==> config.mk <==
export PLATFORM = sky130hd
export DESIGN_NAME = tao_cell
export DESIGN_NICKNAME = d
export VERILOG_FILES = /design/src/hdl/tao_pkg.sv /design/src/hdl/tao_cell.sv
export SDC_FILE = /design/constraint.sdc
export NUM_CORES = 1
export LEC_CHECK = 0
export BUFFER_PORTS_ARGS = -buffer_cell sky130_fd_sc_hd__buf_4
export CAP_MARGIN = 40
export CORE_MARGIN = 1.5
export CORE_UTILIZATION = 40
export CTS_BUF_LIST = sky130_fd_sc_hd__clkbuf_16
export CTS_CLUSTER_DIAMETER = 150
export DETAILED_ROUTE_END_ITERATION = 8
export MAX_ROUTING_LAYER = met4
export PLACE_DENSITY = 0.62
export SLEW_MARGIN = 20
export SYNTH_ARGS = -nofsm -noshare
export SYNTH_HDL_FRONTEND = slang
export SYNTH_SLANG_ARGS = --single-unit
==> constraint.sdc <==
create_clock -name clk -period 6.5 [get_ports clk]
set_clock_uncertainty 0.05 [all_clocks]
set_input_delay 0.65 -clock clk [delete_from_list [all_inputs] [get_ports clk]]
set_output_delay 0.65 -clock clk [all_outputs]
set_load 0.01 [all_outputs]
==> src/hdl/tao_pkg.sv <==
// tao_pkg: shared types, widths and the arctangent table for the tilt angle block
// no dependencies; used by every module under hdl
package tao_pkg;

  localparam int CORDIC_STAGES = 16;
  localparam int TABLE_LEN     = 24;
  localparam int NUM_CELLS     = (CORDIC_STAGES > TABLE_LEN) ? TABLE_LEN : CORDIC_STAGES;
  localparam int IDX_W         = $clog2(TABLE_LEN);

  localparam int IN_W       = 16;
  localparam int GUARD_BITS = 8;
  localparam int FRAC_BITS  = 16;
  localparam int VEC_W      = IN_W + GUARD_BITS + 3;
  localparam int ANG_W      = FRAC_BITS + 11;
  localparam int DEG_W      = 9;
  localparam int MAG_W      = 8;

  localparam logic signed [ANG_W-1:0] DEG_180  = ANG_W'(180 * (1 << FRAC_BITS));
  localparam logic signed [ANG_W-1:0] DEG_N180 = -DEG_180;
  localparam logic [ANG_W-1:0]        HALF_DEG = ANG_W'(1 << (FRAC_BITS - 1));

  localparam logic signed [DEG_W-1:0] LIM_P45  = DEG_W'(45);
  localparam logic signed [DEG_W-1:0] LIM_P135 = DEG_W'(135);
  localparam logic signed [DEG_W-1:0] LIM_N45  = -DEG_W'(45);
  localparam logic signed [DEG_W-1:0] LIM_N135 = -DEG_W'(135);

  typedef enum logic [1:0] {
    ORIENT_TOP    = 2'd0,
    ORIENT_RIGHT  = 2'd1,
    ORIENT_LEFT   = 2'd2,
    ORIENT_BOTTOM = 2'd3
  } orient_t;

  typedef struct packed {
    logic                    zero;
    logic signed [VEC_W-1:0] n;
    logic signed [VEC_W-1:0] d;
    logic signed [ANG_W-1:0] a;
  } tao_data_t;

  typedef struct packed {
    logic signed [DEG_W-1:0] angle;
    logic [MAG_W-1:0]        mag;
    logic                    neg;
    orient_t                 orient;
  } tao_result_t;

  // atan(2^-i) in degrees, 16 fractional bits, rounded to nearest
  function automatic logic signed [ANG_W-1:0] atan_q16(input logic [IDX_W-1:0] idx);
    logic signed [ANG_W-1:0] v;
    case (idx)
      5'd0:    v = ANG_W'(2949120);
      5'd1:    v = ANG_W'(1740967);
      5'd2:    v = ANG_W'(919879);
      5'd3:    v = ANG_W'(466945);
      5'd4:    v = ANG_W'(234379);
      5'd5:    v = ANG_W'(117304);
      5'd6:    v = ANG_W'(58666);
      5'd7:    v = ANG_W'(29335);
      5'd8:    v = ANG_W'(14668);
      5'd9:    v = ANG_W'(7334);
      5'd10:   v = ANG_W'(3667);
      5'd11:   v = ANG_W'(1833);
      5'd12:   v = ANG_W'(917);
      5'd13:   v = ANG_W'(458);
      5'd14:   v = ANG_W'(229);
      5'd15:   v = ANG_W'(115);
      5'd16:   v = ANG_W'(57);
      5'd17:   v = ANG_W'(29);
      5'd18:   v = ANG_W'(14);
      5'd19:   v = ANG_W'(7);
      5'd20:   v = ANG_W'(4);
      5'd21:   v = ANG_W'(2);
      5'd22:   v = ANG_W'(1);
      default: v = '0;
    endcase
    return v;
  endfunction

endpackage

==> src/hdl/tao_cell.sv <==
// tao_cell: one vectoring micro-rotation with its pipeline register
// depends on tao_pkg (data struct and arctangent table)
module tao_cell (
  input  logic                         clk,
  input  logic                         rst_n,
  input  logic                         adv,
  input  logic [tao_pkg::IDX_W-1:0]    idx,
  input  logic                         vld_i,
  input  tao_pkg::tao_data_t           data_i,
  output logic                         vld_r,
  output tao_pkg::tao_data_t           data_r
);

  tao_pkg::tao_data_t data_nxt;
  logic signed [tao_pkg::VEC_W-1:0] ns;
  logic signed [tao_pkg::VEC_W-1:0] ds;
  logic signed [tao_pkg::ANG_W-1:0] step;

  always_comb begin
    ns   = data_i.n >>> idx;
    ds   = data_i.d >>> idx;
    step = tao_pkg::atan_q16(idx);
    data_nxt.zero = data_i.zero;
    if (data_i.n > 0) begin
      data_nxt.d = data_i.d + ns;
      data_nxt.n = data_i.n - ds;
      data_nxt.a = data_i.a + step;
    end else begin
      data_nxt.d = data_i.d - ns;
      data_nxt.n = data_i.n + ds;
      data_nxt.a = data_i.a - step;
    end
  end

  always_ff @(posedge clk) begin
    if (!rst_n) begin
      vld_r <= 1'b0;
    end else if (adv) begin
      vld_r <= vld_i;
    end
  end

  always_ff @(posedge clk) begin
    if (adv) begin
      data_r <= data_nxt;
    end
  end

endmodule

Word-level counts from Yosys, hierarchy flattened
Memory sizes are Yosys's and may differ from the RTL's.
Cells that the tools add are included.
Storage, ports and cells
  bits in registers: 83
  ROM bits: 704
  input bits: 91
  output and inout port bits: 83
  logic and storage cells: 16
  memories kept: 1
Memory list
  (no name shown): words 32, width 22, rd ports 1, clocked after memory_dff 0, wr ports 0, line tao_pkg.sv:51  | case (idx)
Cells by class
  $add $sub $neg: 6
  magnitude comparators: 1
  shifts and indexed selects: 2
  mux-type cells: 1
Operators with widths (number)
  adder 27 bit: 3
  two-way mux 81 bit: 1
  subtractor 27 bit: 3
  >>> shifter 27 x 5 -> 27 bit: 2
  > comparator 27 x 1 -> 1 bit, second input constant: 1

Depth between registers and ports, before layout
Gate-level depths: netlist (run 1).
  word-level depth: 3
  mapped depth: 26
  gate-level depth less buffers: 22

Worst setup path after synthesis (run 1)
OpenSTA, ideal clock, no wires.
  path type: input port to flip-flop
  start: input idx[1] (netlist bit)
  end: register data_r[25] (netlist bit) (data pin)
  library setup time: 258 ps
  arrival time: 5770 ps
  data required time: 6192 ps
  slack: 423 ps
  stages: 25
  buffers on the path: 4
  cell sequence: buf_4 inv_2 buf_2 buf_2 ha_1 clkbuf_1 mux4_2 a22o_1 nor4b_2 and2_1 nand3b_1 o21ai_1 o21ai_0 xnor2_1 ha_1 a21o_1 a21o_1 a21oi_1 o21ai_0 a21oi_1 nor2_1 or4_1 a31o_2 a21oi_1 xnor2_1
RTL lines
  start, declared: line tao_cell.sv:7  | input logic [tao_pkg::IDX_W-1:0] idx,
  end signal, assigned: line tao_cell.sv:45  | data_r <= data_nxt;
  end, declared: line tao_cell.sv:11  | output tao_pkg::tao_data_t data_r

==> results of run 1 <==
## cells in the final DEF (no fill, tap or decap), drive strengths merged, types with 7 or more instances in the layout
cell type and n:
a211oi 14, a21boi 7, a21o 34, a21oi 107
a221o 8, a221oi 7, a22oi 7, a31oi 25
and2 14, and3 14, and4 7, buf 242
clkbuf 9, edfxtp 82, ha 93, inv 45
mux2 29, mux2i 43, mux4 52, nand2 87
nand2b 21, nand3 21, nand4 7, nor2 110
nor2b 13, nor3 21, nor4 8, o211ai 13
o21a 17, o21ai 64, o21bai 13, o22ai 13
o31ai 12, or3 11, xnor2 82, xor2 53
## worst register-to-register path, stage by stage (launching register included)
cell	delay, ps
dfxtp_1	310
mux2i_1	120
nor2b_1	60
## sequential cells by signal, summed over array words and instances (netlist names)
register  flops
data_r       82
vld_r         1
## layer usage
metal	global-route usage [%]	up-vias	part of all wire (%)
li1	-	5263	-
met1	34.6	5358	43
met2	41.0	538	46
met3	4.20	94	8.4
met4	7.65	0	3.0
met5	-	-	0
## final cells by class
class                   instances  area, µm²  share of cell area, %
flip-flops and latches         83       2480                   17.7
multi-input cells            1093       8770                   62.6
clock buffers                   9        225                   1.61
inverters                      44        165                   1.18
repair buffers                242       1850                   13.2
well taps                     384        480                   3.43
clock inverters                 7       37.5                  0.268
## how the worst min path moves through the flow
| stage | depth (start not counted) | slack [ps] | to |
|---|---|---|---|
| final | 1 | 410 | data_r[81]$_DFFE_PP_ |
| after floorplan | 2 | 490 | vld_r$_SDFFE_PN0P_ |
| after CTS | 1 | 400 | data_r[81]$_DFFE_PP_ |
| after global routing | 1 | 400 | data_r[81]$_DFFE_PP_ |
| after global placement | 2 | 450 | vld_r$_SDFFE_PN0P_ |
| after detailed placement | 2 | 470 | vld_r$_SDFFE_PN0P_ |
## logic make-up after synthesis
logic type                 synth area share (%)
xor gates and xnor gates                   10.1
muxes                                      16.6
buffers and inverters                      4.37
adders and majority gates                  10.4
AOI/OAI and AO/OA                          22.3
DFF                                        21.1
and+or+nand+nor                            15.1
## where the power goes
group	internal [W]	leakage [nW]	total (W)	switching, W
combinational	0.000772	4.92	0.00165	0.000881
sequential	0.000790	0.811	0.000827	0.0000365
clock	0.000254	0.135	0.000481	0.000227
## per-stage QoR
step / utilization [%] / setup slack (ps) / hold WS [ps]
3_3_place_gp: 47.7 / 253 / 451
3_5_place_dp: 47.8 / 84.4 / 469
2_1_floorplan: - / 423 / 488
6_report: 48.7 / 396 / 411
5_1_grt: 48.7 / 78.9 / 395
4_1_cts: 48.7 / 477 / 397
==> results.json, run 1 <==
{
  "status": "completed",
  "die_h_um": 174,
  "synthFlopType": "edfxtp_1",
  "yosys-top-cells-count": "a21oi_1, nor2_1, ha_1",
  "fill_cells": 2770,
  "cts_tree": "built",
  "root_buffer": "clkbuf_16",
  "leakagePower_nw": 5.87,
  "drv_slew": 0,
  "first_global_vias": 10597,
  "final-hold-violation-count": 0,
  "gp_congestion": 0.976,
  "yosysSeqAreaShare_pct": 21.1,
  "hp-class": "in2reg",
  "fmaxAchievable_mhz": 164,
  "p_per_area_nw_per_um2": 211,
  "cts_max_path_buffers": 2,
  "setup_tns_ps": 0,
  "detail-route-antenna-nets": 0,
  "yosysWarningCount": 0,
  "grt_setup_unrepaired": "false",
  "via_per_inst": 6.04,
  "grt_overflow": 0,
  "path_depth": 24,
  "netlist_area_um2": 11800,
  "path_buf_inv": 4,
  "synth_cell_types": 99,
  "peakVddDrop_uv": 133,
  "die_x_um": 174,
  "cts_resized": 0,
  "clk_pin_slew_ps": 60,
  "coreArea_um2": 28800,
  "setup_viol": 0,
  "grt_usage_pct": 26.1,
  "drtPass1Iterations": 5,
  "crit_arrival_ps": 6170,
  "endpoint_kind": "flop",
  "drv_cap": 0,
  "max-slew-margin-rel_pct": 46.4,
  "grt_max_degree": 47,
  "wl_per_cell_um": 20.7,
  "dr_total_vias": 11253,
  "cp_top_family": "compound AO/OA/AOI/OAI gates",
  "layout-drive-gt1-share_pct": 25.6,
  "placementRows": 62,
  "dp.cells": 1846,
  "clock_latency_ps": 360,
  "worstPathCellList": "buf_4 -> buf_12 -> buf_4 -> mux2i_1 -> mux2_2 -> a21oi_1 -> a221o_1 -> inv_1 -> nand3_1 -> nor3_4 -> a21oi_1 -> nor3_1 -> xnor2_1 -> ha_1 -> and4_1 -> nand3_1 -> o21a_1 -> o211ai_1 -> a31o_2 -> o41ai_1 -> o21ai_0 -> o21a_1 -> nor2_1 -> xnor2_1",
  "postSynthCellCount": 1284,
  "timing.rr.start": "vld_r$_SDFFE_PN0P_",
  "worstSetupStartpointType": "primary input",
  "yosys-top-cells-area": "edfxtp_1, ha_1, mux4_2",
  "cts.sinks": 83,
  "htree_levels": 3,
  "finalCriticalPeriod_ps": 6100,
  "synth_enable_flop_cells": 82,
  "timing.rr.end": "vld_r$_SDFFE_PN0P_",
  "n_antenna_cell": 0,
  "synth_nets": 1471,
  "worstMarginPinSlew_ps": 798,
  "syn_to_final_growth_pct": 19.2,
  "synth_top_area_cell": "edfxtp_1",
  "finalInstanceArea_um2": 14000,
  "holdBufCountCts": 0,
  "numPortBuffers": 173,
  "synthArstFlopShare_pct": 0,
  "wl_um": 38600,
  "syn_avg_cell_area_um2": 9.16,
  "startpoint": "idx[0]",
  "dieArea_um2": 30400,
  "synth_seq_cells": 83,
  "worstHoldStart": "data_i[81]",
  "cp-endpoint": "data_r[52]$_DFFE_PP_",
  "crit_required_ps": 6560,
  "antenna_found_initial": 0,
  "grt_pass1_wl_um": 60400,
  "first_iter_violations": 1280,
  "r2r_slack_ps": 5860,
  "path_max_fanout": 35,
  "layout.cells.non_filler": 1862,
  "cts_buffers": 9,
  "drc_errors": 0,
  "r2r_cells": 2,
  "synth_top_area_share_pct": 20.9,
  "power.total_w": 0.00296,
  "crit_type": "in2reg",
  "dp_hpwl_um": 30600,
  "period_share_pct": 93.9,
  "placed_cell_area_um2": 13700,
  "nNetsFinal": 1660,
  "slowest_stage": "o41ai_1",
  "num_io_pins": 174,
  "max_stage_delay_ps": 470,
  "cts_setup_buffers": 0,
  "initial_core_util_pct": 40.8
}
No activity file was read; power rests on OpenSTA's default activity.
==> run 2: changes to the inputs <==
CORE_ASPECT_RATIO = 1.25   (was not set)
==> results.json, run 2 (same netlist as run 1, synthesis figures left out) <==
{
  "root_buffer": "clkbuf_16",
  "nNetsFinal": 1673,
  "dp_hpwl_um": 31000,
  "drv_slew": 0,
  "die_h_um": 195,
  "crit_type": "in2reg",
  "p_per_area_nw_per_um2": 211,
  "top_regs": "data_r (82), vld_r (1)",
  "crit_required_ps": 6570,
  "grt_pass1_wl_um": 60100,
  "antenna_found_initial": 0,
  "hp-class": "in2reg",
  "leakagePower_nw": 5.93,
  "n_antenna_cell": 0,
  "clk_pin_slew_ps": 70,
  "cts_buffers": 9,
  "dieArea_um2": 30400,
  "numPortBuffers": 173,
  "peakVddDrop_uv": 98.4,
  "max-slew-margin-rel_pct": 44.7,
  "htree_levels": 3,
  "grt_max_degree": 46,
  "endpoint_kind": "flop",
  "initial_core_util_pct": 40.4,
  "drtPass1Iterations": 7,
  "first_iter_violations": 963,
  "num_io_pins": 174,
  "largest_reg_flops": 82,
  "worstMarginPinSlew_ps": 809,
  "detail-route-antenna-nets": 0,
  "setup_viol": 0,
  "via_per_inst": 6.00,
  "wl_per_cell_um": 20.7,
  "setup_tns_ps": 0,
  "cts_tree": "built",
  "period_share_pct": 91.3,
  "grt_overflow": 0,
  "fill_cells": 2786,
  "first_global_vias": 10942,
  "drv_cap": 0,
  "syn_to_final_growth_pct": 20.2,
  "final-hold-violation-count": 0,
  "grt_usage_pct": 26.3,
  "holdWs_ps": 417,
  "holdBufCountCts": 0,
  "placementRows": 70,
  "wl_um": 39000,
  "gp_congestion": 0.975,
  "status": "completed",
  "layout-drive-gt1-share_pct": 26.4,
  "clock_latency_ps": 360,
  "finalCriticalPeriod_ps": 5930,
  "cts.sinks": 83,
  "crit_arrival_ps": 6000,
  "worstSetupStartpointType": "primary input",
  "dr_total_vias": 11323,
  "final_common_cell": "buf_4",
  "cts_max_path_buffers": 2,
  "coreArea_um2": 29100,
  "die_x_um": 156,
  "path_max_fanout": 20,
  "drc_errors": 0,
  "mostFrequentLayoutCells": "buf_4, a21oi_1, nor2_1",
  "fmaxAchievable_mhz": 169,
  "top_register": "data_r",
  "grt_setup_unrepaired": "false"
}
## run 2: worst max-delay path, stage by stage
cell and delay [ps]:
buf_4 290, buf_12 230, buf_4 200, mux4_2 550, and2_1 200, a211o_1 270, a31oi_1 270, nand3_1 220
nor3_4 260, a21oi_1 140, nor3_1 250, xnor2_1 100, ha_1 300, and4_1 240, nand3_1 160, or3_1 340
o211a_1 260, a21oi_1 220, a41oi_1 200, a211o_1 330, o21ai_0 210, xnor2_1 100
## run 2: report_power, final
part,switching [W],total [W],internal [W]
combinational,0.000890,0.00168,0.000790
sequential,0.0000359,0.000826,0.000790
clock,0.000226,0.000480,0.000253
## run 2: layout make-up
| cell class | instances | area (µm²) | share of cell area [%] |
|---|---|---|---|
| inverters | 44 | 165 | 1.17 |
| clock buffers | 9 | 225 | 1.59 |
| multi-input cells | 1093 | 8770 | 62.0 |
| flip-flops and latches | 83 | 2480 | 17.6 |
| repair buffers | 255 | 1960 | 13.9 |
| well taps | 396 | 495 | 3.51 |
| clock inverters | 7 | 36.3 | 0.257 |
## run 2: final timing paths
kind | start | to | slack (ps) | cells after the start
setup / recovery | idx[0] | data_r[53]$_DFFE_PP_ | 570 | 22
hold / removal | data_i[81] | data_r[81]$_DFFE_PP_ | 420 | 1
hold reg to reg | vld_r$_SDFFE_PN0P_ | vld_r$_SDFFE_PN0P_ | 480 | 2
setup reg to reg | vld_r$_SDFFE_PN0P_ | vld_r$_SDFFE_PN0P_ | 5850 | 2
## run 2: through the flow
stage / worst slack [ps] / instances / instance area (µm²) / power, W / util (%)
after CTS: 539 / 1887 / 14100 / 0.00299 / 48.6
after global placement: 226 / 1871 / 13900 / 0.00249 / 47.7
after global routing: 79.7 / 1887 / 14100 / 0.00318 / 48.6
after floorplan: 423 / 1284 / 11800 / 0.00190 / -
final: 565 / 1887 / 14100 / 0.00299 / 48.6
after detailed placement: 155 / 1871 / 13900 / 0.00250 / 47.7
## run 2: repair_timing
| item | in CTS | in global routing |
|---|---|---|
| gates resized for setup | 0 | 1 |
| setup buffers | 0 | 0 |
| endpoints found under the setup margin | 0 | 2 |
## run 2: routing by layer
metal	GRT usage [%]	part of all wire, %	wire, µm	up-vias
met1	31.8	40	15700	5368
met4	13.2	4.7	1820	0
li1	-	-	-	5299
met3	3.68	6.9	2690	125
met5	-	0	0	-
met2	42.6	48	18700	531
