===== config.mk =====
export PLATFORM = sky130hd
export DESIGN_NAME = tao_post
export DESIGN_NICKNAME = d
export VERILOG_FILES = /design/src/hdl/tao_pkg.sv /design/src/hdl/tao_post.sv
export SDC_FILE = /design/constraint.sdc
export NUM_CORES = 1
export LEC_CHECK = 0
export ABC_AREA = 1
export BUFFER_PORTS_ARGS = -buffer_cell sky130_fd_sc_hd__buf_2
export CORE_MARGIN = 10
export CORE_UTILIZATION = 42
export DETAILED_ROUTE_END_ITERATION = 10
export PLACE_DENSITY = 0.88
export SLEW_MARGIN = 0
export SYNTH_ARGS = -nofsm -noshare
export SYNTH_HDL_FRONTEND = slang
export SYNTH_SLANG_ARGS = --single-unit

===== constraint.sdc =====
create_clock -name vclk -period 4
set_clock_uncertainty 0.2 [all_clocks]
set_input_delay 0.2 -clock vclk [all_inputs]
set_output_delay 0.2 -clock vclk [all_outputs]
set_load 0.01 [all_outputs]

===== src/hdl/tao_pkg.sv =====
// tao_pkg: shared types, widths and the arctangent table for the tilt angle block
// no dependencies; used by every module under hdl
package tao_pkg;

  localparam int CORDIC_STAGES = 16;
  localparam int TABLE_LEN     = 24;
  localparam int NUM_CELLS     = (CORDIC_STAGES > TABLE_LEN) ? TABLE_LEN : CORDIC_STAGES;
  localparam int IDX_W         = $clog2(TABLE_LEN);

  localparam int IN_W       = 16;
  localparam int GUARD_BITS = 8;
  localparam int FRAC_BITS  = 16;
  localparam int VEC_W      = IN_W + GUARD_BITS + 3;
  localparam int ANG_W      = FRAC_BITS + 11;
  localparam int DEG_W      = 9;
  localparam int MAG_W      = 8;

  localparam logic signed [ANG_W-1:0] DEG_180  = ANG_W'(180 * (1 << FRAC_BITS));
  localparam logic signed [ANG_W-1:0] DEG_N180 = -DEG_180;
  localparam logic [ANG_W-1:0]        HALF_DEG = ANG_W'(1 << (FRAC_BITS - 1));

  localparam logic signed [DEG_W-1:0] LIM_P45  = DEG_W'(45);
  localparam logic signed [DEG_W-1:0] LIM_P135 = DEG_W'(135);
  localparam logic signed [DEG_W-1:0] LIM_N45  = -DEG_W'(45);
  localparam logic signed [DEG_W-1:0] LIM_N135 = -DEG_W'(135);

  typedef enum logic [1:0] {
    ORIENT_TOP    = 2'd0,
    ORIENT_RIGHT  = 2'd1,
    ORIENT_LEFT   = 2'd2,
    ORIENT_BOTTOM = 2'd3
  } orient_t;

  typedef struct packed {
    logic                    zero;
    logic signed [VEC_W-1:0] n;
    logic signed [VEC_W-1:0] d;
    logic signed [ANG_W-1:0] a;
  } tao_data_t;

  typedef struct packed {
    logic signed [DEG_W-1:0] angle;
    logic [MAG_W-1:0]        mag;
    logic                    neg;
    orient_t                 orient;
  } tao_result_t;

  // atan(2^-i) in degrees, 16 fractional bits, rounded to nearest
  function automatic logic signed [ANG_W-1:0] atan_q16(input logic [IDX_W-1:0] idx);
    logic signed [ANG_W-1:0] v;
    case (idx)
      5'd0:    v = ANG_W'(2949120);
      5'd1:    v = ANG_W'(1740967);
      5'd2:    v = ANG_W'(919879);
      5'd3:    v = ANG_W'(466945);
      5'd4:    v = ANG_W'(234379);
      5'd5:    v = ANG_W'(117304);
      5'd6:    v = ANG_W'(58666);
      5'd7:    v = ANG_W'(29335);
      5'd8:    v = ANG_W'(14668);
      5'd9:    v = ANG_W'(7334);
      5'd10:   v = ANG_W'(3667);
      5'd11:   v = ANG_W'(1833);
      5'd12:   v = ANG_W'(917);
      5'd13:   v = ANG_W'(458);
      5'd14:   v = ANG_W'(229);
      5'd15:   v = ANG_W'(115);
      5'd16:   v = ANG_W'(57);
      5'd17:   v = ANG_W'(29);
      5'd18:   v = ANG_W'(14);
      5'd19:   v = ANG_W'(7);
      5'd20:   v = ANG_W'(4);
      5'd21:   v = ANG_W'(2);
      5'd22:   v = ANG_W'(1);
      default: v = '0;
    endcase
    return v;
  endfunction

endpackage


===== src/hdl/tao_post.sv =====
// tao_post: saturates the angle, rounds to degrees and picks the orientation
// depends on tao_pkg
module tao_post (
  input  tao_pkg::tao_data_t   data_i,
  output tao_pkg::tao_result_t res
);

  logic signed [tao_pkg::ANG_W-1:0] a_sat;
  logic [tao_pkg::ANG_W-1:0]        mag;
  logic [tao_pkg::ANG_W-1:0]        mag_rnd;
  logic [tao_pkg::MAG_W-1:0]        r_mag;
  logic signed [tao_pkg::DEG_W-1:0] r;

  always_comb begin
    if (data_i.zero) begin
      a_sat = '0;
    end else if (data_i.a > tao_pkg::DEG_180) begin
      a_sat = tao_pkg::DEG_180;
    end else if (data_i.a < tao_pkg::DEG_N180) begin
      a_sat = tao_pkg::DEG_N180;
    end else begin
      a_sat = data_i.a;
    end
    mag     = (a_sat < 0) ? tao_pkg::ANG_W'(-a_sat) : tao_pkg::ANG_W'(a_sat);
    mag_rnd = mag + tao_pkg::HALF_DEG;
    r_mag   = mag_rnd[tao_pkg::FRAC_BITS +: tao_pkg::MAG_W];
    res.neg = (a_sat < 0) && (r_mag != '0);
    r       = res.neg ? -tao_pkg::DEG_W'(r_mag) : tao_pkg::DEG_W'(r_mag);
    res.angle = r;
    res.mag   = mag[tao_pkg::FRAC_BITS +: tao_pkg::MAG_W];
    if (r <= tao_pkg::LIM_P45 && r > tao_pkg::LIM_N45) begin
      res.orient = tao_pkg::ORIENT_TOP;
    end else if (r <= tao_pkg::LIM_P135 && r > tao_pkg::LIM_P45) begin
      res.orient = tao_pkg::ORIENT_RIGHT;
    end else if (r <= tao_pkg::LIM_N45 && r > tao_pkg::LIM_N135) begin
      res.orient = tao_pkg::ORIENT_LEFT;
    end else begin
      res.orient = tao_pkg::ORIENT_BOTTOM;
    end
  end

endmodule


# After elaboration in Yosys (flattened, before gate mapping)
# Cells that the tools add are included.
classes:
  mul: 0
  magnitude_cmp: 9
  n_addsub: 3
  bitwise: 0
  n_reduce_logical: 5
  mux: 8
  eq_ne: 0
  div_mod_pow: 0
  n_shift: 0
op_table:
  columns: ["op", "count"]
  rows:
  - ["two-way mux 27 bit", 3]
  - ["> comparator 27 x 25 -> 1 bit, second input constant", 1]
  - ["less-than comparator 27 x 1 -> 1 bit, second input constant", 1]
  - ["less-than comparator 27 x 25 -> 1 bit, second input constant", 1]
  - ["adder 24 x 16 -> 24 bit, second input constant", 1]
  - ["two-way mux 24 bit", 1]
  - ["negator 24 bit", 1]
  - ["> comparator 9 x 7 -> 1 bit, second input constant", 2]
  - ["less-or-equal comparator 9 x 7 -> 1 bit, second input constant", 2]
  - ["> comparator 9 bit, second input constant", 1]
  - ["less-or-equal comparator 9 bit, second input constant", 1]
  - ["two-way mux 9 bit", 1]
  - ["negator 8 -> 9 bit", 1]
  - ["nonzero test 8 bit", 1]
  - ["logical AND 1 bit", 4]
  - ["two-way mux 2 bit", 2]
  - ["two-way mux 1 bit", 1]
word_totals:
  register_bits: 0
  elab_cells: 25
  input_bits: 82
  latchBits: 0
  ram_bits: 0
  n_memories: 0
  rom_bits: 0

# Depth between registers and ports, before layout
# Gate-level depths: netlist of run 1.
logic_depth:
  word_depth: 15
  depth_mapped: 36
  ltp_nobuf: 36

# Least setup slack after synthesis of run 1
# No wires, ideal clock.
synth_path:
  path_kind: "input to output"
  from: "input data_i[19] (netlist name)"
  to: "output res[0] (netlist name)"
  path_stages: 32
  t_required_ns: 3.600
  setup_slack_ns: -0.039
  arrival_ns: 3.639
  cell_sequence: "inv_1 -> o21ai_0 -> nand2_1 -> nand2_1 -> nand4_1 -> ha_1 -> inv_1 -> nand2_4 -> nor2_1 -> o31ai_4 -> nand3_1 -> nand3_1 -> nand2_1 -> ha_1 -> inv_1 -> ha_1 -> inv_1 -> nor2_2 -> nand2_2 -> nor2_4 -> nand2_2 -> nand2_4 -> nand2_2 -> nand2_4 -> nand2_2 -> nor2_4 -> nand2_1 -> nand2_1 -> nand3_1 -> nand2_1 -> nand2_1 -> inv_1"
synth_rtl:
  columns: ["element", "line", "rtl"]
  rows:
  - ["from (decl)", "tao_post.sv:4", "input tao_pkg::tao_data_t data_i,"]
  - ["to (decl)", "tao_post.sv:5", "output tao_pkg::tao_result_t res"]

==> impl_metrics.ini, run 1 <==
[status]
outcome = finished with violations
violations = setup timing

[yosys]
synth_cells = 352
yosysWarningCount = 0
syn_avg_cell_area_um2 = 4.83
synthesis.nets = 437
syn-cell-area_um2 = 1700
ys_seq_area_frac = 0
synth_cell_types = 29

[layout]
seqCellArea_um2 = 0
seq_cells = 0
drive_above_1_share = 0.467
stdcell_count = 506
diodes = 0
nNetsFinal = 543
final.fill_count = 313
syn_to_final_growth_pct = 60.0
clkbuf_count = 0

[sta]
maxSlewViolCount = 0
min_period_over_period = 1.11
hold_slack_ns = 0.801
finalSetupViolations = 2
max_slew_margin = 0.747
rsz0062_at_grt = yes
layout_setup_ws_ns = -0.451
finalHoldViolCount = 0
fmax_mhz = 225
period_minus_slack_ns = 4.45
worstMarginPinSlew_ns = 0.378

[detailed_routing]
drt_first_pass_iters = 4
wl_per_cell_um = 13.6
ant_nets = 0
route.vias.total = 2623
drc = 0
wl_mm = 6.89
via_per_inst = 5.18
drt-initial-drc-count = 155

[worst_setup_path]
path_max_fanout = 5
end_kind = output pin
slowest_stage = o31ai_4
critPathKind = in -> out
cpPeakStageDelay_ns = 0.35
cp.required_ns = 3.60
arrival_ns = 4.05
cp-start-kind = input port
crit_top_cell = nand2_1

[placed_design]
dp_hpwl_mm = 4.61
gp_congestion = 0.899
numPortBuffers = 48
placed_cells = 488

[worst_hold_path]
hold_depth = 5
hold_class = in -> out

[floorplanning]
ios = 102
die_area_um2 = 7000
chipHeight_um = 83.7
start_util = 0.428
core_area_um2 = 3970
std_cell_rows = 23
die_width_um = 83.7

[job]
maxCapViolations = 0

[global_route]
grt_usage = 0.165
overflow = 0
grt_pass1_wl_mm = 10.6
antenna_found_initial = 0
first_global_vias = 2578
grt_max_degree = 19

[clock_network]
ctsHoldBuffers = 0

[power_and_ir_drop]
ir_drop_mv = 0.0659
p_leak_nw = 1.46
cellPowerDensity_nw_per_um2 = 187
totalPowerFinal_w = 0.000508
-- stage by stage --
stage / cell area (um2) / setup slack [ns] / utilization / setup TNS (ns)
6_report: 2720 / -0.451 / 0.686 / -0.745
3_5_place_dp: 2300 / -0.372 / 0.579 / -0.805
4_1_cts: 2480 / -0.199 / 0.626 / -0.389
2_1_floorplan: 1710 / 0.0207 / - / 0
3_3_place_gp: 2300 / -0.155 / 0.579 / -0.307
5_1_grt: 2720 / -0.731 / 0.686 / -2.21
-- cell usage in the layout, fill, tap and decap left out --
| master | instances |
|---|---|
| nand2_1 | 109 |
| nand3_4 | 2 |
| inv_4 | 3 |
| nor3_1 | 2 |
| buf_6 | 8 |
| nor3_2 | 1 |
| xor2_2 | 1 |
| nand3_2 | 9 |
| nand3_1 | 38 |
| o21bai_4 | 1 |
| nand4_1 | 1 |
| nand3b_1 | 2 |
| o211ai_1 | 3 |
| nor2_4 | 12 |
| o21ai_2 | 3 |
| ha_4 | 2 |
| nand2_8 | 2 |
| buf_4 | 53 |
| a21oi_2 | 1 |
| o31ai_4 | 2 |
| buf_2 | 44 |
| inv_1 | 33 |
| xor2_1 | 2 |
| nand2_4 | 6 |
| nand2_2 | 34 |
| ha_1 | 1 |
| nor2_1 | 45 |
| buf_8 | 1 |
| xnor2_1 | 1 |
| inv_2 | 16 |
| o21ai_0 | 3 |
| o22ai_1 | 1 |
| o21ai_1 | 2 |
| nor2_2 | 11 |
| nor2_8 | 1 |
-- final timing paths --
kind | startpoint | endpoint | slack [ns]
hold / removal | data_i[81] | res[6] | 0.80
setup / recovery | data_i[18] | res[1] | -0.45
-- kinds of logic after synthesis --
kind of cell             share of synthesized area
AO/OA/AOI/OAI                               0.0772
adder cells (fa/ha/maj)                     0.0221
AND/OR/NAND/NOR                              0.750
buffers and inverters                        0.126
XOR/XNOR                                    0.0250
-- routing by layer --
metal  track usage  part of all wire  wire [um]
met4        0.0731             0.051        350
met5             0                 0          0
met3        0.0234             0.042        288
met2         0.344              0.56       3840
met1         0.149              0.35       2410
-- Yosys cell counts, drive strengths merged --
| cell type | n | area [um2] |
|---|---|---|
| nand2 | 151 | 642 |
| nor2 | 69 | 335 |
| inv | 52 | 195 |
| nand3 | 49 | 263 |
| o21ai | 8 | 43.8 |
| ha | 3 | 37.5 |
| nor3 | 3 | 15.0 |
| o211ai | 3 | 22.5 |
| xor2 | 3 | 33.8 |
| buf | 2 | 18.8 |
| nand3b | 2 | 15.0 |
| o31ai | 2 | 42.5 |
| a21oi | 1 | 5.00 |
| nand4 | 1 | 6.26 |
| o21bai | 1 | 11.3 |
| o22ai | 1 | 6.26 |
| xnor2 | 1 | 8.76 |
-- power breakdown --
group / switching (W) / internal, W
registers: 0 / 0
logic: 0.000297 / 0.000211
clock network: 0 / 0
total: 0.000297 / 0.000211
-- worst max-delay path: cells and delay by family --
family | cells | cell delay, ns
AOI/OAI and AO/OA | 2 | 0.46
buffers and inverters | 8 | 0.70
adders and majority gates | 1 | 0.33
and+or+nand+nor | 22 | 2.11
xor gates and xnor gates | 1 | 0.22
-- layout make-up --
cell class | instances | area (um2) | area share
well taps | 50 | 62.6 | 0.0230
multi-input cells | 298 | 1730 | 0.637
inverters | 52 | 203 | 0.0744
repair buffers | 106 | 723 | 0.266
-- timing repair --
| item | 4_1_cts | 5_1_grt |
|---|---|---|
| endpoints found under the setup margin | 4 | 10 |
| gates resized for setup | 31 | 54 |
| buffers inserted | 12 | 7 |
| pin swaps | 28 | 29 |
Power figures use the tool's default switching activity.
==> run 2, diff against run 1 <==
==> constraint.sdc (replaced) <==
create_clock -name vclk -period 4
set_clock_uncertainty 0.2 [all_clocks]
set_input_delay 0.2 -clock vclk [all_inputs]
set_output_delay 0.2 -clock vclk [all_outputs]
set_load 0.05 [all_outputs]
==> run 2 against run 1 <==
Net effect:
- the run still ends with setup timing left
- final cell count grew 0.79%
- die area is the same
- routed wire length is 5.7% lower
- hold slack better by 0.16 ns
==> impl_metrics.ini, run 2 (same netlist as run 1, synthesis figures left out) <==
[status]
outcome = finished with violations
violations = setup timing

[worst_setup_path]
cp.required_ns = 3.60
slowest_stage = o31ai_4
cpPeakStageDelay_ns = 0.35
end_kind = output pin
critPathKind = in -> out
arrival_ns = 4.06
cp-start-kind = input port
path_max_fanout = 5

[sta]
rsz0062_at_grt = yes
maxSlewViolCount = 0
max_slew_margin = 0.755
worstMarginPinSlew_ns = 0.364
fmax_mhz = 224
finalSetupViolations = 2
layout_setup_ws_ns = -0.463
fin_tns_setup_ns = -0.894
min_period_over_period = 1.12
finalHoldViolCount = 0
period_minus_slack_ns = 4.46

[global_route]
grt_max_degree = 13
first_global_vias = 2679
overflow = 0
grt_pass1_wl_mm = 10.9
grt_usage = 0.171
antenna_found_initial = 0

[job]
maxCapViolations = 0

[detailed_routing]
wl_met1_mm = 2.41
route.vias.total = 2605
top_layer_used = met4
drt_first_pass_iters = 4
wl_per_cell_um = 12.7
wl_mm = 6.50
dr_wl_met2_mm = 3.35
drc = 0
dr_wl_met3_um = 430
drt-initial-drc-count = 193
via_per_inst = 5.11
ant_nets = 0

[placed_design]
gp_congestion = 0.925
numPortBuffers = 48
dp_hpwl_mm = 4.96

[floorplanning]
start_util = 0.428
ios = 102
core_area_um2 = 3970
die_width_um = 83.7
std_cell_rows = 23
chipHeight_um = 83.7
die_area_um2 = 7000

[power_and_ir_drop]
p_leak_nw = 1.48
cellPowerDensity_nw_per_um2 = 221
ir_drop_mv = 0.0841

[layout]
drive_above_1_share = 0.463
fin_util = 0.703
seqCellArea_um2 = 0
syn_to_final_growth_pct = 64.1
nNetsFinal = 547
final_cell_mix = nand2_1, buf_4, nor2_1
seq_cells = 0
final.fill_count = 295
diodes = 0
clkbuf_count = 0
final_common_cell = nand2_1

[worst_hold_path]
hold_class = in -> out
run 2: changes by cell type in the layout (fill, tap and decap cells not counted), moves of 3 or more:
cell / change
buf_2: -4
buf_4: +8
buf_6: -5
buf_8: +4
clkinvlp_4: +3
nand3_1: +3
nor2_1: +4
nor2_2: -6
run 2: layout make-up:
type                       count  area [um2]  area share
timing repair buffer         110         787       0.282
tap                           50        62.6      0.0224
inverter                      52         219      0.0784
multi-input combinational    298        1720       0.617
run 2: timing repair:
| item | 4_1_cts | 5_1_grt |
|---|---|---|
| hold buffers | 0 | 0 |
| gates resized for setup | 31 | 31 |
| buffers inserted | 7 | 4 |
| endpoints found under the setup margin | 4 | 10 |
| pin swaps | 29 | 23 |
run 2: worst paths after layout:
| kind | start | endpoint | cells past startpoint |
|---|---|---|---|
| worst max-delay path | data_i[19] | res[1] | 36 |
| worst min-delay path | data_i[15] | res[11] | 5 |
run 2: worst max-delay path: cells and delay by family:
kind	cells	cell delay, ns
AO/OA/AOI/OAI	2	0.46
adder cells (fa/ha/maj)	1	0.33
buffers and inverters	9	0.88
AND/OR/NAND/NOR	24	2.19
run 2: report_power, final:
part	leakage (nW)	switching [W]	total, W	internal [W]
combinational	1.48	0.000385	0.000616	0.000231
sequential	0	0	0	0
clock	0	0	0	0
total	1.48	0.000385	0.000616	0.000231
run 2: stage by stage:
| step | setup WS (ns) | cell area, um2 | power [W] | hold slack [ns] | std cells |
|---|---|---|---|---|---|
| after global routing | -0.683 | 2790 | 0.000662 | 0.967 | 510 |
| after floorplan | -0.284 | 1840 | 0.000368 | 0.455 | 352 |
| after detailed placement | -0.449 | 2500 | 0.000529 | 0.930 | 499 |
| final | -0.463 | 2790 | 0.000616 | 0.956 | 510 |
| after CTS | -0.247 | 2680 | 0.000573 | 0.944 | 506 |
| after global placement | -0.293 | 2500 | 0.000515 | 0.927 | 499 |
run 2: per-layer routing:
layer	vias to the layer above	track usage
met4	0	0.0837
met3	42	0.0332
met2	111	0.333
met5	-	0
li1	1307	-
met1	1145	0.166
