## config.mk

```make
export PLATFORM = sky130hd
export DESIGN_NAME = tao_prep
export DESIGN_NICKNAME = d
export VERILOG_FILES = /design/src/hdl/tao_pkg.sv /design/src/hdl/tao_prep.sv
export SDC_FILE = /design/constraint.sdc
export NUM_CORES = 1
export LEC_CHECK = 0
export ABC_AREA = 1
export BUFFER_PORTS_ARGS = -buffer_cell sky130_fd_sc_hd__buf_2
export CAP_MARGIN = 10
export CELL_PAD_IN_SITES_DETAIL_PLACEMENT = 1
export CELL_PAD_IN_SITES_GLOBAL_PLACEMENT = 1
export CORE_MARGIN = 1
export CORE_UTILIZATION = 25
export DETAILED_ROUTE_END_ITERATION = 10
export PLACE_DENSITY = 0.66
export SKIP_CTS_REPAIR_TIMING = 1
export SLEW_MARGIN = 10
export SYNTH_ARGS = -nofsm -noshare
export SYNTH_HDL_FRONTEND = slang
export SYNTH_SLANG_ARGS = --single-unit
```

## constraint.sdc

```tcl
create_clock -name clk -period 1.63 [get_ports clk]
set_clock_uncertainty 0.05 [all_clocks]
set_input_delay 0.0815 -clock clk [delete_from_list [all_inputs] [get_ports clk]]
set_output_delay 0.0815 -clock clk [all_outputs]
set_load 0.1 [all_outputs]
```

## src/hdl/tao_pkg.sv

```systemverilog
// tao_pkg: shared types, widths and the arctangent table for the tilt angle block
// no dependencies; used by every module under hdl
package tao_pkg;

  localparam int CORDIC_STAGES = 16;
  localparam int TABLE_LEN     = 24;
  localparam int NUM_CELLS     = (CORDIC_STAGES > TABLE_LEN) ? TABLE_LEN : CORDIC_STAGES;
  localparam int IDX_W         = $clog2(TABLE_LEN);

  localparam int IN_W       = 16;
  localparam int GUARD_BITS = 8;
  localparam int FRAC_BITS  = 16;
  localparam int VEC_W      = IN_W + GUARD_BITS + 3;
  localparam int ANG_W      = FRAC_BITS + 11;
  localparam int DEG_W      = 9;
  localparam int MAG_W      = 8;

  localparam logic signed [ANG_W-1:0] DEG_180  = ANG_W'(180 * (1 << FRAC_BITS));
  localparam logic signed [ANG_W-1:0] DEG_N180 = -DEG_180;
  localparam logic [ANG_W-1:0]        HALF_DEG = ANG_W'(1 << (FRAC_BITS - 1));

  localparam logic signed [DEG_W-1:0] LIM_P45  = DEG_W'(45);
  localparam logic signed [DEG_W-1:0] LIM_P135 = DEG_W'(135);
  localparam logic signed [DEG_W-1:0] LIM_N45  = -DEG_W'(45);
  localparam logic signed [DEG_W-1:0] LIM_N135 = -DEG_W'(135);

  typedef enum logic [1:0] {
    ORIENT_TOP    = 2'd0,
    ORIENT_RIGHT  = 2'd1,
    ORIENT_LEFT   = 2'd2,
    ORIENT_BOTTOM = 2'd3
  } orient_t;

  typedef struct packed {
    logic                    zero;
    logic signed [VEC_W-1:0] n;
    logic signed [VEC_W-1:0] d;
    logic signed [ANG_W-1:0] a;
  } tao_data_t;

  typedef struct packed {
    logic signed [DEG_W-1:0] angle;
    logic [MAG_W-1:0]        mag;
    logic                    neg;
    orient_t                 orient;
  } tao_result_t;

  // atan(2^-i) in degrees, 16 fractional bits, rounded to nearest
  function automatic logic signed [ANG_W-1:0] atan_q16(input logic [IDX_W-1:0] idx);
    logic signed [ANG_W-1:0] v;
    case (idx)
      5'd0:    v = ANG_W'(2949120);
      5'd1:    v = ANG_W'(1740967);
      5'd2:    v = ANG_W'(919879);
      5'd3:    v = ANG_W'(466945);
      5'd4:    v = ANG_W'(234379);
      5'd5:    v = ANG_W'(117304);
      5'd6:    v = ANG_W'(58666);
      5'd7:    v = ANG_W'(29335);
      5'd8:    v = ANG_W'(14668);
      5'd9:    v = ANG_W'(7334);
      5'd10:   v = ANG_W'(3667);
      5'd11:   v = ANG_W'(1833);
      5'd12:   v = ANG_W'(917);
      5'd13:   v = ANG_W'(458);
      5'd14:   v = ANG_W'(229);
      5'd15:   v = ANG_W'(115);
      5'd16:   v = ANG_W'(57);
      5'd17:   v = ANG_W'(29);
      5'd18:   v = ANG_W'(14);
      5'd19:   v = ANG_W'(7);
      5'd20:   v = ANG_W'(4);
      5'd21:   v = ANG_W'(2);
      5'd22:   v = ANG_W'(1);
      default: v = '0;
    endcase
    return v;
  endfunction

endpackage

```

## src/hdl/tao_prep.sv

```systemverilog
// tao_prep: input register stage, scales the sample and folds the lower half plane
// depends on tao_pkg
module tao_prep (
  input  logic                         clk,
  input  logic                         rst_n,
  input  logic                         adv,
  input  logic                         in_valid,
  input  logic signed [15:0]           accel_x,
  input  logic signed [15:0]           accel_y,
  output logic                         vld_r,
  output tao_pkg::tao_data_t           data_r
);

  tao_pkg::tao_data_t data_nxt;
  logic signed [tao_pkg::VEC_W-1:0] xs;
  logic signed [tao_pkg::VEC_W-1:0] ys;

  always_comb begin
    xs = tao_pkg::VEC_W'(accel_x) <<< tao_pkg::GUARD_BITS;
    ys = tao_pkg::VEC_W'(accel_y) <<< tao_pkg::GUARD_BITS;
    data_nxt.zero = (accel_x == '0) && (accel_y == '0);
    if (accel_y < 0) begin
      data_nxt.n = -xs;
      data_nxt.d = -ys;
      data_nxt.a = (accel_x >= 0) ? tao_pkg::DEG_180 : tao_pkg::DEG_N180;
    end else begin
      data_nxt.n = xs;
      data_nxt.d = ys;
      data_nxt.a = '0;
    end
  end

  always_ff @(posedge clk) begin
    if (!rst_n) begin
      vld_r <= 1'b0;
    end else if (adv) begin
      vld_r <= in_valid;
    end
  end

  always_ff @(posedge clk) begin
    if (adv) begin
      data_r <= data_nxt;
    end
  end

endmodule

```

# Word-level counts from Yosys, hierarchy flattened
# Index checks and enable logic that the tools add are counted.
[word_totals]
ff_bits = 83
word_cells = 16
[classes]
addsub = 2
order_cmp = 2
muxes = 2
reduce_logical = 3
[ops]
columns = ["operator", "count"]
rows = [
  ["$mux 81", 1],
  ["$neg 24->27", 2],
  ["$logic_not 16->1", 2],
  ["$mux 27", 1],
  ["$ge 16x1->1 const B", 1],
  ["$lt 16x1->1 const B", 1],
  ["$logic_and 1x1->1", 1],
]

# Longest topological paths before layout
# Gate-level depths: netlist of run 1.
[logic_depth]
ltp_word = 3
ltp_mapped = 9
mapped_depth_nobuf = 9

# Worst setup path after synthesis of run 1
# OpenSTA, ideal clock, no wires.
[synth_path]
path_type = "register to output"
startpoint = "register, netlist name data_r[25]"
endpoint = "output data_r[22] (netlist name)"
t_arrival_ns = 1.398
required_time_ns = 1.498
path_slack_ns = 0.101
path_stages_with_launch = 2
n_path_buf = 1
path_cell_list = "edfxtp_1 -> buf_4"
[synth_lines]
columns = ["item", "line", "source"]
rows = [
  ["to (decl)", "tao_prep.sv:11", "output tao_pkg::tao_data_t data_r"],
]

==> results of run 1 <==
==> per-layer routing <==
| metal | up-vias | GRT usage [%] |
|---|---|---|
| li1 | 1000 | - |
| met1 | 903 | 12.9 |
| met2 | 87 | 20.9 |
| met3 | 9 | 2.42 |
| met4 | 0 | 4.68 |
| met5 | - | 0 |
==> worst max-delay path, stage by stage <==
cell           delay [ns]
dlygate4sd3_1        0.53
buf_2                0.12
o21ai_0              0.06
a21oi_1              0.06
dlygate4sd3_1        0.56
==> cells by family (layout without fill, tap and decap cells) <==
logic type	count (synthesis)	count (layout)	synth area share, %
adder cells (fa/ha/maj)	3	3	1.51
AO/OA/AOI/OAI	9	9	2.12
other	1	37	0.151
flip-flops	43	43	51.6
buffers and inverters	72	127	17.2
AND/OR/NAND/NOR	136	136	22.4
XOR/XNOR	14	14	4.94
==> Yosys cell counts <==
library cell  number
xnor2_1            6
nand3_1           22
o21ai_1            2
buf_4             41
a21oi_1            1
nand4_1            7
inv_2              1
o21ai_2            2
nand2_1           78
xor2_1             8
o21ai_0            4
ha_1               3
inv_1             28
conb_1             1
buf_2              2
nor3_1             1
dfxtp_1            1
edfxtp_1          42
nor2_1            28
==> power by group <==
part | internal (mW) | switching (mW) | leakage [nW]
Clock | 0.613 | 0.380 | 0.0654
Combinational | 0.184 | 1.39 | 1.03
Sequential | 1.34 | 0.0272 | 0.418
Total | 2.13 | 1.80 | 1.51
==> final cells by class <==
type                    count  area, sq um
clock buffers               6         72.6
inverters                  29          109
repair buffers             90          488
multi-input cells         199          908
fillers                  1147         6330
clock inverters             2         60.1
well taps                 129          161
flip-flops and latches     43         1280
==> per-stage QoR <==
step           total power, mW  util [%]
2_1_floorplan             2.81         -
3_3_place_gp              2.95      30.9
3_5_place_dp              2.96      30.9
4_1_cts                   3.98      32.3
5_1_grt                   4.08      32.7
6_report                  3.93      32.7
==> flip-flops by register name (all words and copies together) (netlist names) <==
name	flops
vld_r	1
data_r	42
==> how the worst min path moves through the flow <==
stage                            from    endpoint  cells after the start
after floorplan                   adv       vld_r                      1
after CTS                  accel_x[0]  data_r[62]                      1
after global placement     accel_x[0]  data_r[62]                      1
final                     accel_y[11]  data_r[46]                      3
after detailed placement   accel_x[0]  data_r[62]                      1
after global routing       accel_y[8]  data_r[43]                      2
==> flow_summary_export.csv, run 1 <==
group,metric,value,unit
logic_synthesis,syn_area_per_cell,8.92,sq um
worst_setup_path,end_kind,"flip-flop",
route,routed_wl,5860,microns
sta,maxSlewViolCount,0,
clock_network,cts.sinks,43,
route,dr.pass1.iters,4,
placement,dp.cells,486,
worst_setup_path,startpoint,"rst_n",
placement,dp_hpwl,4610,microns
placement,port_buffers,84,
global_route,grt_usage,11.5,%
floorplanning,die_area,0.0103,sq mm
global_route,grt_pass1_wl,9150,microns
worst_setup_path,crit_path_start_kind,"input pin",
logic_synthesis,ys_seq_area_share,51.6,%
sta,fin_ws,0.355,ns
sta,min_period_over_period,78.2,%
logic_synthesis,synth_cell_type_count,19,
global_route,gr-total-overflow,0,
clock_network,root_buffer,"clkbuf_8",
floorplanning,num_rows,35,
worst_hold_path,hold_path.class,"in2reg",
floorplanning,die_w,102,microns
route,dr_total_vias,1999,
finish,final_cell_mix,"buf_2, nand2_1, edfxtp_1, conb_1",
route,drcViolationCount,0,
sta,holdWs,0.0507,ns
clock_network,htreeDepth,2,
power_and_ir_drop,powerDensity,1280,mW/mm^2
power_and_ir_drop,p_leak,1.51,nW
logic_synthesis,synth_top_cell_area_share,50.8,%
route,met1_length,2440,microns
finish,drive_gt1_share,26.0,%
clock_network,clk_latency,0.29,ns
route,drt_iter0_markers,49,
logic_synthesis,synthTopCellsByArea,"edfxtp_1, buf_4, nand2_1",
route,wl_met2,2890,microns
worst_setup_path,critPathMaxFanout,1,
worst_setup_path,crit_required,1.77,ns
placement,dp_slack,0.0577,ns
finish,antenna_cells,0,
clock_network,cts_buffer_depth,2,
placement,gp_congestion,0.745,
worst_setup_path,r2r_slack,0.39,ns
floorplanning,ioPinCount,119,
floorplanning,core_region_area,0.00942,sq mm
worst_setup_path,reg2regPathDepth,3,
global_route,grt_pass1_vias,2003,
logic_synthesis,syn_inst,278,
sta,fmax,0.784,GHz
logic_synthesis,synth_top_area_cell,"edfxtp_1",
power_and_ir_drop,peakVddDrop,0.000381,V
route,maxUsedRoutingLayer,"met4",
outcome,status,"complete, no violations",
logic_synthesis,synth.cell_area,0.00248,sq mm
clock_network,clkTransAtPathRegs,0.08,ns
worst_setup_path,crit_type,"in2reg",
finish,final_area,0.00308,sq mm
run,max_cap_violations,0,
sta,grt_setup_unrepaired,"no",
clock_network,cts_inserted_buffers,5,
global_route,grt_max_degree,45,
route,ant_nets,0,
finish,finalNonFillerCells,498,
sta,hold_violations,0,
clock_network,cts_tree,"yes",
worst_setup_path,crit-reg2reg-capture,"vld_r",
sta,finalSetupViolations,0,
sta,layout_min_cycle_time,1.28,ns
route,vias_per_cell,4.01,
sta,fin_tns_setup,0,ns
worst_setup_path,critPathArrivalTime,1.41,ns
worst_setup_path,r2r_start,"vld_r",
global_route,antenna_found_initial,0,
finish,area_growth,24.2,%
logic_synthesis,ys.warnings.count,0,
placement,placed_area,0.00291,sq mm
floorplanning,start_util,26.4,%
finish,layout.nets,407,
floorplanning,die_height,102,microns
route,dr_wl_met3,424,microns
worst_setup_path,crit_end,"vld_r",
finish,layout_commonest_cell,"buf_2",
route,wire_per_inst,11.8,microns
logic_synthesis,ys_ff_latch,43,
Note: power is estimated with default switching activity, not from simulation.
==> run 2, diff against run 1 <==
PLACE_DENSITY = 0.69   (was 0.66)
clock period = 1.1 ns   (was 1.63 ns; I/O delays follow)
==> run 2 against run 1 <==
Effect of this change:
- flip-flop and latch count unchanged
- worst hold slack worse by 0.035 ns
- the flow now finishes with violations (negative setup slack)
- clock-buffer cell count down 1
- critical path depth down 3
- global-route usage up 3.1 points
==> flow_summary_export.csv, run 2 (synthesized netlist as in run 1, its figures left out) <==
group,metric,value,unit
global_route,antenna_found_initial,0,
global_route,grt_usage,14.5,%
worst_setup_path,crit_path_start_kind,"flip-flop",
placement,dp_hpwl,6010,microns
placement,gp_congestion,0.801,
finish,area_growth,67.8,%
power_and_ir_drop,peakVddDrop,0.000477,V
worst_setup_path,path_cells,"buf_12, buf_12",
clock_network,clkTransAtPathRegs,0.09,ns
floorplanning,start_util,26.4,%
finish,final_cell_mix,"nand2_1, buf_12, edfxtp_1, conb_1, buf_4",
worst_setup_path,max_stage_delay,0.43,ns
sta,layout_min_cycle_time,1.18,ns
floorplanning,die_area,0.0103,sq mm
floorplanning,die_w,102,microns
worst_setup_path,critPathMaxFanout,5,
sta,hold_violations,0,
finish,largest_reg_flops,42,
clock_network,cts.sinks,43,
finish,registers.top_by_ff_count,"data_r",
route,drt_iter0_markers,43,
clock_network,root_buffer,"clkbuf_8",
worst_setup_path,crit_buf_inv,2,
finish,n_fill_cell,1069,
placement,port_buffers,84,
placement,dp_slack,-0.350,ns
sta,grt_setup_unrepaired,"yes",
floorplanning,num_rows,35,
worst_setup_path,crit_family,"flip-flops",
power_and_ir_drop,p_clk_share,19.8,%
placement,placed_area,0.00395,sq mm
finish,drive_gt1_share,36.1,%
power_and_ir_drop,finalPower,6.41,mW
route,drcViolationCount,0,
clock_network,clk_latency,0.30,ns
worst_setup_path,cpMostUsedCell,"buf_12",
global_route,gr-total-overflow,0,
sta,maxSlewViolCount,0,
power_and_ir_drop,pwr-share-comb,47.1,%
worst_setup_path,crit_required,1.00,ns
global_route,grt_pass1_wl,11300,microns
outcome,violations,"negative setup slack",
run,max_cap_violations,0,
worst_hold_path,hold_path.class,"in2reg",
route,vias_per_cell,4.18,
floorplanning,ioPinCount,119,
outcome,status,"complete, but fails checks",
finish,layout_commonest_cell,"nand2_1",
power_and_ir_drop,p_leak,1.95,nW
route,routed_wl,7260,microns
sta,fmax,0.848,GHz
finish,final_area,0.00416,sq mm
worst_setup_path,critPathArrivalTime,1.07,ns
power_and_ir_drop,intPower,3.55,mW
worst_setup_path,crit_type,"reg2out",
floorplanning,core_region_area,0.00942,sq mm
sta,fin_tns_setup,-0.579,ns
global_route,grt_max_degree,21,
clock_network,cts_buffer_depth,2,
global_route,grt_pass1_vias,2356,
worst_setup_path,slowest_stage,"edfxtp_1",
route,wire_per_inst,13.7,microns
finish,layout.nets,440,
route,dr.pass1.iters,4,
route,dr_total_vias,2219,
clock_network,cts_tree,"yes",
sta,finalSetupViolations,8,
route,ant_nets,0,
finish,reg_top3,"data_r: 42 flops, vld_r: 1 flops",
worst_setup_path,end_kind,"output port",
power_and_ir_drop,seq_power_share,33.1,%
clock_network,cts_inserted_buffers,5,
finish,antenna_cells,0,
power_and_ir_drop,p_switching,2.87,mW
sta,min_period_over_period,107,%
floorplanning,die_height,102,microns
sta,fin_ws,-0.0797,ns
power_and_ir_drop,switching_share,44.7,%
clock_network,htreeDepth,2,
power_and_ir_drop,powerDensity,1540,mW/mm^2
## run 2: cell types whose count changed in the layout (fill, tap and decap cells not counted), sizes merged
| cell | change |
|---|---|
| buf | +33 |
| clkinv | +2 |
| bufinv | -1 |
| clkbuf | -1 |
## run 2: power by group through the flow
stage	clock (mW)	sequential (mW)	combinational [mW]
finish	1.27	2.12	3.02
global route	1.36	2.14	3.12
CTS	1.32	2.13	3.00
detailed placement	0	2.16	3.00
global placement	0	2.15	2.95
floorplan	0	3.18	1.02
## run 2: per-layer routing
layer / share of wire [%] / global-route usage (%) / vias up
met5: 0 / 0 / -
li1: - / - / 1065
met4: 2.6 / 6.91 / 0
met1: 35 / 14.1 / 1047
met2: 55 / 28.1 / 95
met3: 7.2 / 4.00 / 12
## run 2: area by class of cell
class                      count  area (sq um)  share of cell area, %
timing repair buffer         123          1500                   36.1
sequential                    43          1280                   30.8
multi-input combinational    199           980                   23.5
tap                          129           161                   3.88
inverter                      29           126                   3.03
clock buffer                   5          68.8                   1.65
clock inverter                 3          43.8                   1.05
## run 2: per-stage QoR
stage	instances	utilization (%)	hold slack, ns
floorplan	314	-	0.0910
global placement	517	42.0	0.210
detailed placement	517	42.0	0.205
CTS	525	43.2	-0.118
global route	531	44.2	0.0179
finish	531	44.2	0.0153
## run 2: worst paths after layout
check	from	to	slack, ns	cells past startpoint
hold reg to reg	vld_r	vld_r	0.53	2
setup reg to reg	vld_r	vld_r	0.39	2
setup / recovery	data_r[25]	data_r[26]	-0.08	2
hold / removal	accel_x[11]	data_r[73]	0.02	3
## run 2: worst register-to-register path, stage by stage (launching register included)
cell and delay [ns]:
dfxtp_2 0.34, o21ai_0 0.16, a21oi_1 0.06
==> run 3, diff against run 2 <==
CELL_PAD_IN_SITES_DETAIL_PLACEMENT = 2   (was 1)
CELL_PAD_IN_SITES_GLOBAL_PLACEMENT = 2   (was 1)
CORE_UTILIZATION = 23   (was 25)
PLACE_DENSITY = 0.79   (was 0.69)
==> run 3 against run 2 <==
Effect of this change:
- first-iteration DRC count rose by 33%
- design area rose by 0.84%
- worst setup slack improved by 0.0044 ns
- core utilization fell by 3.7 points
- the flow still finishes with violations (negative setup slack)
- flip-flop and latch count did not move
- sequential share of layout area fell by 0.26 points
- via count rose by 3.2%
- non-clock buffer count rose by 5
- wire length rose by 17%
- worst hold slack barely moved
==> flow_summary_export.csv, run 3 (synthesized netlist as in run 1, its figures left out) <==
group,metric,value,unit
outcome,status,"complete, but fails checks",
outcome,violations,"negative setup slack",
worst_setup_path,critPathArrivalTime,1.07,ns
global_route,grt_pass1_vias,2534,
global_route,antenna_found_initial,0,
finish,registers.top_by_ff_count,"data_r",
worst_hold_path,hold_path.class,"in2reg",
floorplanning,die_height,106,microns
finish,multi_input_area,997,sq um
finish,n_fill_cell,1109,
finish,area_growth,69.2,%
floorplanning,core_region_area,0.0104,sq mm
worst_setup_path,critPathMaxFanout,5,
placement,dp_hpwl,6870,microns
worst_setup_path,crit_path_start_kind,"flip-flop",
finish,largest_reg_flops,42,
clock_network,cts_buffer_depth,2,
worst_setup_path,crit_type,"reg2out",
route,ant_nets,0,
sta,layout_min_cycle_time,1.18,ns
floorplanning,die_area,0.0112,sq mm
global_route,use_met2,30.2,%
placement,placed_area,0.00398,sq mm
sta,grt_setup_unrepaired,"yes",
clock_network,cts_inserted_buffers,5,
sta,fin_ws,-0.0752,ns
finish,antenna_cells,0,
finish,drive_gt1_share,36.6,%
finish,final_area,0.00420,sq mm
clock_network,cts.sinks,43,
finish,ff_latch_area,0.00128,sq mm
finish,layout.nets,445,
route,vias_per_cell,4.22,
sta,fmax,0.851,GHz
sta,hold_violations,0,
clock_network,clkTransAtPathRegs,0.09,ns
sta,finalSetupViolations,8,
sta,min_period_over_period,107,%
finish,layout_commonest_cell,"nand2_1",
run,max_cap_violations,0,
placement,gp_congestion,0.748,
sta,maxSlewViolCount,0,
sta,holdWs,0.0158,ns
global_route,grt_usage,15.2,%
floorplanning,die_w,106,microns
worst_setup_path,crit_required,1.00,ns
global_route,grt_pass1_wl,13100,microns
power_and_ir_drop,p_leak,1.96,nW
clock_network,clk_latency,0.29,ns
global_route,gr-total-overflow,0,
route,drt_iter0_markers,57,
route,drcViolationCount,0,
clock_network,root_buffer,"clkbuf_8",
power_and_ir_drop,peakVddDrop,0.000492,V
finish,final_util,40.5,%
global_route,busiest_layer,"met2",
worst_setup_path,end_kind,"output port",
finish,reg_top3,"data_r: 42 flops, vld_r: 1 flops",
route,wire_per_inst,15.7,microns
global_route,met1_usage,15.1,%
floorplanning,start_util,23.9,%
global_route,grtUsageMet3,4.14,%
finish,final_cell_mix,"nand2_1, buf_12, edfxtp_1, conb_1, buf_4",
power_and_ir_drop,powerDensity,1490,mW/mm^2
sta,fin_tns_setup,-0.551,ns
route,routed_wl,8520,microns
global_route,grt_max_degree,45,
placement,port_buffers,84,
route,dr.pass1.iters,4,
clock_network,cts_tree,"yes",
clock_network,htreeDepth,2,
route,dr_total_vias,2289,
floorplanning,ioPinCount,119,
floorplanning,num_rows,37,
==> run 3: critical path: stages (launching register included) <==
cell and delay [ns]:
edfxtp_1 0.42, buf_6 0.17, buf_12 0.17
==> run 3: layout make-up <==
class                      instances  area share (%)
timing repair buffer             128            36.6
sequential                        43            30.5
multi-input combinational        199            23.7
tap                              136            4.05
inverter                          29            3.01
clock buffer                       6            1.73
clock inverter                     2           0.298
==> run 3: final timing paths <==
| check | startpoint | end | slack, ns | cells after the start |
|---|---|---|---|---|
| min reg2reg | vld_r | vld_r | 0.61 | 2 |
| max reg2reg | vld_r | vld_r | 0.29 | 2 |
| min | accel_y[11] | data_r[46] | 0.02 | 3 |
| max | data_r[25] | data_r[25] | -0.08 | 2 |
==> run 3: metal layers <==
metal | wire (microns) | vias to the layer above | share of wire, %
met5 | 0 | - | 0
li1 | - | 1077 | -
met3 | 557 | 11 | 6.5
met4 | 114 | 0 | 1.3
met2 | 4730 | 86 | 55
met1 | 3120 | 1115 | 37
==> run 3: metrics by stage <==
stage / instances / power (mW) / setup slack, ns
floorplan: 314 / 4.20 / -0.358
global placement: 528 / 5.11 / -0.282
detailed placement: 528 / 5.19 / -0.338
CTS: 536 / 6.25 / -0.106
global route: 543 / 6.45 / -0.111
finish: 543 / 6.24 / -0.0752
==> run 3: report_power, final <==
part | switching, mW | internal, mW | total [mW]
registers | 0.136 | 1.99 | 2.13
clock network | 0.609 | 0.446 | 1.05
logic | 2.17 | 0.890 | 3.06
